## src/hw/rtl/nrg_pkg.sv

```systemverilog
// ----------------------------------------------------------------------------
// nrg_pkg
// shared constants, the atom record carried along the cell chain and the
// saturating gradient add
// ----------------------------------------------------------------------------
package nrg_pkg;

  localparam int MAX_ATOMS = 64;
  localparam int IDX_W     = $clog2(MAX_ATOMS);
  localparam int CNT_W     = $clog2(MAX_ATOMS + 1);

  // one atom as held by a cell of the chain
  typedef struct packed {
    logic signed [31:0] x;
    logic signed [31:0] y;
    logic signed [31:0] z;
    logic [15:0]        q;
    logic signed [47:0] ax;
    logic signed [47:0] ay;
    logic signed [47:0] az;
    logic               sat;
    logic               coin;
  } atom_t;

  // pair engine result: signed terms for the first atom of the pair
  typedef struct packed {
    logic signed [47:0] vx;
    logic signed [47:0] vy;
    logic signed [47:0] vz;
    logic               sat;
    logic               coin;
  } pair_res_t;

  typedef struct packed {
    logic signed [47:0] value;
    logic               clamped;
  } sat_res_t;

  // 48-bit add clamped to the signed range
  function automatic sat_res_t sat_add(input logic signed [47:0] a,
                                       input logic signed [47:0] b);
    logic [48:0] s;
    sat_res_t    r;
    s = {a[47], a} + {b[47], b};
    r.clamped = s[48] ^ s[47];
    if (s[48] == 1'b0 && s[47] == 1'b1) begin
      r.value = {1'b0, {47{1'b1}}};
    end else if (s[48] == 1'b1 && s[47] == 1'b0) begin
      r.value = {1'b1, {47{1'b0}}};
    end else begin
      r.value = s[47:0];
    end
    return r;
  endfunction

endpackage

```

## src/hw/rtl/nrg_cell.sv

```systemverilog
// ----------------------------------------------------------------------------
// nrg_cell
// one link of the atom chain: holds an atom and takes its neighbour's on shift
// ----------------------------------------------------------------------------
module nrg_cell (
  input  logic          clk,
  input  logic          shift,
  input  nrg_pkg::atom_t din,
  output nrg_pkg::atom_t dout
);

  always_ff @(posedge clk) begin
    if (shift) begin
      dout <= din;
    end
  end

endmodule

```

## config.mk

```make
export PLATFORM = sky130hd
export DESIGN_NAME = nrg_cell
export DESIGN_NICKNAME = d
export VERILOG_FILES = /design/src/hw/rtl/nrg_pkg.sv /design/src/hw/rtl/nrg_cell.sv
export SDC_FILE = /design/constraint.sdc
export NUM_CORES = 1
export LEC_CHECK = 0
export BUFFER_PORTS_ARGS = -buffer_cell sky130_fd_sc_hd__buf_2
export CAP_MARGIN = 10
export CORE_AREA = 2 2 204 206
export CTS_BUF_LIST = sky130_fd_sc_hd__clkbuf_16
export DETAILED_ROUTE_END_ITERATION = 6
export DIE_AREA = 0 0 206 208
export PLACE_DENSITY = 0.54
export SYNTH_ARGS = -nofsm -noshare
export SYNTH_HDL_FRONTEND = slang
export SYNTH_SLANG_ARGS = --single-unit
export TNS_END_PERCENT = 5
```

## constraint.sdc

```tcl
create_clock -name clk -period 0.85 [get_ports clk]
set_clock_uncertainty 0.05 [all_clocks]
set_input_delay 0.0425 -clock clk [delete_from_list [all_inputs] [get_ports clk]]
set_output_delay 0.0425 -clock clk [all_outputs]
set_load 0.05 [all_outputs]
```

==> results.md, run 1 <==
- Status: finished, violations left
- Violations in the final reports: negative setup slack
- Worst Setup Slack, final: -0.398 ns
- Antenna-violating nets left: 0
- Number of global-route vias before repair: between 6000 and 7000
- Highest net fanout along the worst path: 1
- Area of the die: around 43000 um2
- Clock slew at the register clock pins of the worst setup and hold paths: roughly 0.060 ns
- Cells taking the most area after synthesis: edfxtp_1 100%
- Final routed wire length divided by cell count: 15.7 um
- Critical path's slowest cell: edfxtp_1
- Relative area change from synthesis to final layout: 111%
- Initial cell density of the core: 0.191
- Synthesized flop and latch total: 258
- Initial antenna violation count: 2
- Final setup violating endpoints: 258
- Startpoint Class: flip-flop
- Cell chosen for the clock root: clkbuf_16
- Final GP Congestion: 0.755
- Nature of the critical path endpoint: output pin
- Total via count after detailed routing: 5946
- Post-synth design cell area: 7750 um2
- Cell type contributing the most total cell area after synthesis: edfxtp_1
- Max reg flops: 258
- Final-layout worst hold slack: between 0.07 and 0.08 ns
- Total congestion overflow: 0
- CP Class: reg -> out
- Family with the most delay on the worst path: flip-flops
- Placed instance count: 1338
- Average vias per placed instance: 3.60
- Buffers from clock root to sink, at most: 3
- Pin count of the biggest net entering global routing: 27
- Count of final max-slew check failures: 0
- Arrival time at the worst endpoint: 1.16 ns
- Final total power: 34.4 mW
- Slew of the pin with the lowest slew margin: approximately 0.18 ns
- Leakage Power: roughly 6.8 nW
- Setup crit start: dout[110]$_DFFE_PP_
- Top-Level Pins: slightly above 500
- Largest Register: dout
- Worst hold path cell count: 4
- End point of the worst hold path: dout[173]$_DFFE_PP_
- Area taken by multi-input logic gates: 0 um2
- Max-cap violation count: 0
- Overall die height: 208 um
- Largest stage delay on the critical path: approximately 0.44 ns
- Syn Nets: 518
- Most common library cell in the layout ignoring fill and taps: dlygate4sd3_1
- Register area share after synthesis: 1.00
- DRC violation total after the first TritonRoute iteration: between 200 and 250
- Total number of H-tree levels: 1
- Placed cell area: 11300 um2
- Highest Clock Rate: ~800 MHz
- Startpoint of the tightest hold check path: shift
- Yosys cell types: 1
- Non-Filler Instances: approximately 1700
- Warning count from the yosys run: 0
- Post-detailed-routing wire length: 25900 um
- Share of cells above drive strength 1: 0.522
- Worst ir drop on vdd: 1.67 mV
- Total negative slack: -86.17 ns
- Floorplan core area: 40600 um2
- Hold Crit Class: in -> reg
- Global Route Usage Sum: 0.113
- Core Rows: 74
- First-pass iteration count of the detailed router: 6
- Sum of net half-perimeters after detailed placement: 16700 um
- Number of buffers inserted by port buffering: 517
- Registers with the most flip-flops: dout x258
- Area fraction of the dominant cell type after synthesis: 1.00
- Mean Syn Cell Area: 30.0 um2
- CTS sink cnt: approximately 260
- Final period utilization: 1.47
- Max-Slew Margin vs Limit: 0.881
- Power density normalized to cell area: approximately 2100 nW/um2
- Ordered list of cells on the worst path: buf_6
- CTS buffer count: 27
- Final-stage net count: 1356
- Final Instance Area: between 15000 and 20000 um2
- Number of design rule violations left after detail routing: 0
- Critical path required time: 0.76 ns
- Global-route wire length before repair: 36800 um
- Width of the die: about 200 um
- Number of buffer and inverter instances along the worst setup path: 1
- Final count of hold timing violations: 0
- TritonCTS clock tree: done
- Leading cell types in the layout, fill and taps excluded: 260 x dlygate4sd3_1, 258 x edfxtp_1, 258 x buf_2, 258 x buf_6, 27 x clkbuf_16
- Number of post-CTS setup repair buffers: 0
- Setup repair after global routing missed its margin: true
- Instance count of the mapped netlist: 258
- Post-route minimum period: 1.25 ns
- Multi-input comb cells: 0
[metrics by stage]
stage	setup WS, ns	utilization
2_1_floorplan	0.157	-
3_3_place_gp	-0.0324	0.279
3_5_place_dp	-0.0481	0.279
4_1_cts	-0.435	0.403
5_1_grt	-0.440	0.404
6_report	-0.398	0.404
[power breakdown]
part / switching [mW] / internal (mW)
sequential: 0.498 / 15.2
combinational: 4.58 / 3.12
clock: 4.70 / 6.33
total: 9.78 / 24.6
[cell type report]
class                 count  area (um2)
tap                     532         666
timing repair buffer    809        7140
clock buffer             27         676
sequential              258        7750
clock inverter           22         148
fill                   3529       24200
antenna                   2        5.00
[metal layers]
metal	vias to the layer above	part of all wire	GRT usage
met3	54	0.083	0.0313
met1	2841	0.33	0.110
met4	0	0.033	0.0470
li1	2739	-	-
met2	312	0.55	0.217
met5	-	0	0
[synthesized netlist by cell type]
cell type and number:
edfxtp_1 258
[timing repair]
item,in CTS,in global routing
gates resized for setup,516,1
hold endpoints to repair,320,14
pin swaps,0,0
hold buffers,259,2
setup endpoints to repair,258,515
[worst min-delay path: cells and delay by family]
kind	cells	cell delay, ns
buffers and inverters	4	0.48
[worst max-delay path by stage]
stage                              end  slack [ns]  cells after the start
floorplan                      dout[0]        0.16                      0
global placement    dout[82]$_DFFE_PP_       -0.03                      3
detailed placement  dout[93]$_DFFE_PP_       -0.05                      3
CTS                          dout[226]       -0.43                      1
global route                 dout[110]       -0.44                      1
finish                       dout[110]       -0.40                      1
[logic make-up after synthesis]
group and share of synthesized area:
DFF 1.00
Note: power is estimated with default switching activity, not from simulation.
==> run 2: changes to the inputs <==
- PLACE_DENSITY: 0.54 -> 0.49
- RECOVER_POWER: unset -> 50
==> results.md, run 2 (same netlist as run 1, synthesis figures left out) <==
- Most common library cell in the layout ignoring fill and taps: dlygate4sd3_1
- TritonCTS clock tree: done
- Average vias per placed instance: 3.65 (+1.3%)
- Final count of hold timing violations: 0 (unchanged)
- Startpoint Class: flip-flop
- DRC violation total after the first TritonRoute iteration: 229 (+12%)
- Max-cap violation count: 0 (unchanged)
- Core Rows: 74 (unchanged)
- Final setup violating endpoints: 294 (+14%)
- Global-route wire length before repair: 41200 um (+12%)
- Multi-input comb cells: 0 (unchanged)
- CTS buffer count: 27 (unchanged)
- Total via count after detailed routing: 6023 (+1.3%)
- CTS sink cnt: 258 (unchanged)
- Non-Filler Instances: 1650 (unchanged)
- Share of cells above drive strength 1: 0.510 (-0.0121)
- Area taken by multi-input logic gates: 0 um2 (unchanged)
- Post-route minimum period: 1.25 ns (-0.00182 ns)
- Violations in the final reports: negative setup slack
- Worst Setup Slack, final: -0.397 ns (+0.00182 ns)
- Status: finished, violations left
- Relative area change from synthesis to final layout: 110%
- Sum of net half-perimeters after detailed placement: 19900 um (+19%)
- Final-layout worst hold slack: 0.144 ns (+0.0739 ns)
- Setup crit start: dout[117]$_DFFE_PP_
- Width of the die: 206 um (unchanged)
- Post-layout utilization of the core: 0.401 (-0.00321)
- Placed instance count: 1337 (-0.075%)
- First-pass iteration count of the detailed router: 4 (-2)
- Clock slew at the register clock pins of the worst setup and hold paths: 0.06 ns (about the same)
- Number of fillers in the final layout: 3595 (+1.9%)
- Top-Level Pins: 518 (unchanged)
- Critical path's slowest cell: edfxtp_1
- Number of post-CTS setup repair buffers: 0 (unchanged)
- Ordered list of cells on the worst path: buf_6
- Number of buffer and inverter instances along the worst setup path: 1 (unchanged)
- Family with the most delay on the worst path: flip-flops
- Antenna-violating nets left: 0 (unchanged)
- Number of buffers inserted by port buffering: 517 (unchanged)
- Number of design rule violations left after detail routing: 0 (unchanged)
- Max reg flops: 258 (unchanged)
- Final GP Congestion: 0.778 (+3.0%)
- Largest Register: dout
- Arrival time at the worst endpoint: 1.15 ns (about the same)
- Initial antenna violation count: 2 (unchanged)
- Final routed wire length divided by cell count: 17.9 um (+14%)
- Worst ir drop on vdd: 1.92 mV (+15%)
- Hold Crit Class: in -> reg
- Floorplan core area: 40600 um2 (unchanged)
- Buffers from clock root to sink, at most: 3 (unchanged)
- Area of the die: 42800 um2 (unchanged)
- Nature of the critical path endpoint: output pin
- Total number of H-tree levels: 1 (unchanged)
- Highest Clock Rate: 802 MHz (+0.15%)
- Total congestion overflow: 0 (unchanged)
- Final-stage net count: 1358 (+0.15%)
- Highest net fanout along the worst path: 1 (unchanged)
- Slew of the pin with the lowest slew margin: 0.531 ns (+0.352 ns)
- Count of final max-slew check failures: 0 (unchanged)
- Largest stage delay on the critical path: 0.43 ns (about the same)
- Critical path required time: 0.76 ns (about the same)
- Max-Slew Margin vs Limit: 0.646 (-0.235)
- CP Class: reg -> out
- Overall die height: 208 um (unchanged)
- Power density normalized to cell area: 2100 nW/um2 (+0.16%)
- Pin count of the biggest net entering global routing: 27 (unchanged)
- Leading cell types in the layout, fill and taps excluded: 262 x dlygate4sd3_1, 258 x edfxtp_1, 258 x buf_2, 258 x buf_6, 27 x clkbuf_16
- Setup repair after global routing missed its margin: true
- Final period utilization: 1.47 (-0.00214)
- Cell chosen for the clock root: clkbuf_16
- Registers with the most flip-flops: dout x258
- Leakage Power: 6.72 nW (-1.2%)
- Startpoint of the tightest hold check path: shift
- Final total power: 34.2 mW (-0.64%)
- Initial cell density of the core: 0.191 (unchanged)
- Number of global-route vias before repair: 6728 (+0.95%)
- Post-detailed-routing wire length: 29500 um (+14%)
- Global Route Usage Sum: 0.130 (+0.0174)
-- run 2: final timing paths --
kind	endpoint	slack, ns	cells after the start
min	dout[139]$_DFFE_PP_	0.14	3
max	dout[117]	-0.40	1
-- run 2: final cells by class --
cell class	instances	area [um2]	area share
sequential	258	7750	0.477
timing repair buffer	811	7030	0.433
clock buffer	27	676	0.0416
tap	532	666	0.0410
clock inverter	21	129	0.00793
antenna	1	2.50	0.000154
-- run 2: power breakdown --
| group | total [mW] | internal, mW | switching (mW) |
|---|---|---|---|
| sequential | 15.7 | 15.2 | 0.505 |
| combinational | 7.72 | 3.06 | 4.65 |
| clock | 10.8 | 6.05 | 4.74 |
-- run 2: repair_timing --
action / 4_1_cts / 5_1_grt
endpoints found under the setup margin: 258 / 288
pin swaps: 0 / 0
gates resized for setup: 516 / 3
hold endpoints to repair: 301 / 41
hold buffers: 263 / 1
-- run 2: routing by layer --
metal / GRT usage / wire length [um] / up-vias
met5: 0 / 0 / -
met4: 0.0488 / 888 / 0
met3: 0.0461 / 3120 / 48
met2: 0.251 / 15900 / 367
met1: 0.123 / 9630 / 2865
li1: - / - / 2743
-- run 2: metrics by stage --
| stage | cell area, um2 | setup TNS, ns | setup WS, ns |
|---|---|---|---|
| 2_1_floorplan | 7750 | 0 | 0.157 |
| 3_3_place_gp | 11300 | -5.14 | -0.0523 |
| 3_5_place_dp | 11300 | -7.18 | -0.0611 |
| 4_1_cts | 16400 | -107.93 | -0.447 |
| 5_1_grt | 16200 | -106.74 | -0.442 |
| 6_report | 16200 | -92.78 | -0.397 |
-- run 2: tightest hold or removal path: stages --
cell      delay (ns)
clkbuf_1        0.15
buf_12          0.18
buf_4           0.18
==> run 3: changes to the inputs <==
- PLACE_DENSITY: 0.49 -> 0.43
==> results.md, run 3 (same netlist as run 1, synthesis figures left out) <==
- Highest net fanout along the worst path: 1 (unchanged)
- Global routing usage on met1: 0.119 (-0.00382)
- Total via count after detailed routing: 5865 (-2.6%)
- Total congestion overflow: 0 (unchanged)
- Leakage Power: 6.64 nW (-1.1%)
- Placed cell area: 11200 um2 (-1.2%)
- Final GP Congestion: 0.731 (-6.0%)
- Critical path required time: 0.76 ns (about the same)
- Hold Crit Class: in -> reg
- Status: finished, violations left
- Non-Filler Instances: 1628 (-1.3%)
- Number of design rule violations left after detail routing: 0 (unchanged)
- CTS sink cnt: 258 (unchanged)
- Area taken by multi-input logic gates: 0 um2 (unchanged)
- CTS buffer count: 27 (unchanged)
- Total number of H-tree levels: 1 (unchanged)
- Clock slew at the register clock pins of the worst setup and hold paths: 0.06 ns (about the same)
- Share of total power in combinational logic: 0.226 (about the same)
- Startpoint of the tightest hold check path: shift
- Area of the die: 42800 um2 (unchanged)
- Final-stage net count: 1337 (-1.5%)
- Number of fillers in the final layout: 3648 (+1.5%)
- Part of the total power dissipated in the clock network: 0.310 (-0.006)
- Final-layout worst hold slack: 0.0914 ns (-0.0526 ns)
- Width of the die: 206 um (unchanged)
- Leading cell types in the layout, fill and taps excluded: 259 x dlygate4sd3_1, 258 x edfxtp_1, 258 x buf_2, 257 x buf_6, 27 x clkbuf_16
- Cell chosen for the clock root: clkbuf_16
- Family with the most delay on the worst path: flip-flops
- Count of final max-slew check failures: 0 (unchanged)
- Met3 GRT Util: 0.0468 (+0.000783)
- DRC violation total after the first TritonRoute iteration: 178 (-22%)
- Post-detailed-routing wire length: 27300 um (-7.6%)
- Largest Register: dout
- Gr busiest metal: met2
- Sum of net half-perimeters after detailed placement: 18600 um (-6.6%)
- Worst ir drop on vdd: 1.60 mV (-17%)
- Top-Level Pins: 518 (unchanged)
- Setup repair after global routing missed its margin: true
- Startpoint Class: flip-flop
- Place WS: -0.138 ns (-0.0766 ns)
- Multi-input comb cells: 0 (unchanged)
- Largest stage delay on the critical path: 0.50 ns (+0.07 ns)
- Design internal power: 23.9 mW (-1.6%)
- Final period utilization: 1.59 (+0.121)
- Area occupied by registers: 7750 um2 (unchanged)
- Initial cell density of the core: 0.191 (unchanged)
- Final count of hold timing violations: 0 (unchanged)
- Global Route Usage Sum: 0.119 (-0.0106)
- Max-Slew Margin vs Limit: 0.541 (-0.104)
- First-pass iteration count of the detailed router: 4 (unchanged)
- Flop pwr share: 0.464 (+0.006)
- Switching Fraction: 0.292 (+0.00212)
- Critical path endpoint: dout[25]
- Core Rows: 74 (unchanged)
- Slew of the pin with the lowest slew margin: 0.688 ns (+0.157 ns)
- Stages on the worst setup path: 1 (unchanged)
- Arrival time at the worst endpoint: 1.26 ns (+0.11 ns)
- Floorplan core area: 40600 um2 (unchanged)
- Highest Clock Rate: 741 MHz (-7.6%)
- Critical path's slowest cell: edfxtp_1
- Placed instance count: 1321 (-1.2%)
- Buffers from clock root to sink, at most: 3 (unchanged)
- Relative area change from synthesis to final layout: 108%
- Nature of the critical path endpoint: output pin
- Pin count of the biggest net entering global routing: 42 (+56%)
- Total negative slack: -106.31 ns (-13.53 ns)
- Net switching power: 9.85 mW (-0.53%)
- Global-route wire length before repair: 38500 um (-6.5%)
- Max reg flops: 258 (unchanged)
- Routing usage on met2: 0.216 (-0.0351)
- Number of global-route vias before repair: 6772 (+0.65%)
- Worst Setup Slack, final: -0.499 ns (-0.103 ns)
- Violations in the final reports: negative setup slack
- Average vias per placed instance: 3.60 (-1.3%)
- Antenna-violating nets left: 0 (unchanged)
- Most common library cell in the layout ignoring fill and taps: dlygate4sd3_1
- Ordered list of cells on the worst path: buf_12
- Setup crit start: dout[25]$_DFFE_PP_
- Max-cap violation count: 0 (unchanged)
- Power density normalized to cell area: 2100 nW/um2 (-0.28%)
- Number of buffer and inverter instances along the worst setup path: 1 (unchanged)
- Final Instance Area: 16100 um2 (-0.98%)
- Final setup violating endpoints: 306 (+4.1%)
- Final routed wire length divided by cell count: 16.8 um (-6.3%)
- Share of cells above drive strength 1: 0.512 (+0.00203)
- Overall die height: 208 um (unchanged)
- Number of buffers inserted by port buffering: 517 (unchanged)
- Post-route minimum period: 1.35 ns (+0.103 ns)
- Registers with the most flip-flops: dout x258
- CP Class: reg -> out
- TritonCTS clock tree: done
- Initial antenna violation count: 2 (unchanged)
-- run 3: how the worst min path moves through the flow --
stage,to,cells after the start
global route,dout[96]$_DFFE_PP_,2
CTS,dout[155]$_DFFE_PP_,1
detailed placement,dout[52]$_DFFE_PP_,1
finish,dout[45]$_DFFE_PP_,2
floorplan,dout[0]$_DFFE_PP_,0
global placement,dout[52]$_DFFE_PP_,1
-- run 3: power by group through the flow --
stage | Combinational (mW) | Sequential (mW) | Clock (mW)
6_report | 7.64 | 15.7 | 10.4
5_1_grt | 7.91 | 15.8 | 11.3
4_1_cts | 7.68 | 15.6 | 10.9
3_5_place_dp | 5.57 | 15.6 | 0
3_3_place_gp | 5.56 | 15.6 | 0
2_1_floorplan | 0 | 19.2 | 0
-- run 3: layout make-up --
| type | instances | share of cell area |
|---|---|---|
| clock buffer | 27 | 0.0420 |
| sequential | 258 | 0.482 |
| antenna | 1 | 0.000156 |
| tap | 532 | 0.0414 |
| timing repair buffer | 790 | 0.429 |
| clock inverter | 20 | 0.00560 |
-- run 3: what timing repair did --
action                                  CTS  global route
hold buffers                            258             1
hold endpoints to repair                360            48
endpoints found under the setup margin  258           258
gates resized for setup                 514             0
buffers inserted                          0             0
-- run 3: routing by layer --
layer / wire length (um) / vias up
met3: 2910 / 62
met2: 13800 / 357
met5: 0 / -
met1: 9310 / 2746
li1: - / 2700
met4: 1220 / 0
-- run 3: stage by stage --
step | power [mW] | utilization
after floorplan | 19.2 | -
after global placement | 21.2 | 0.276
after detailed placement | 21.2 | 0.276
after CTS | 34.2 | 0.398
after global routing | 35.0 | 0.397
final | 33.7 | 0.397
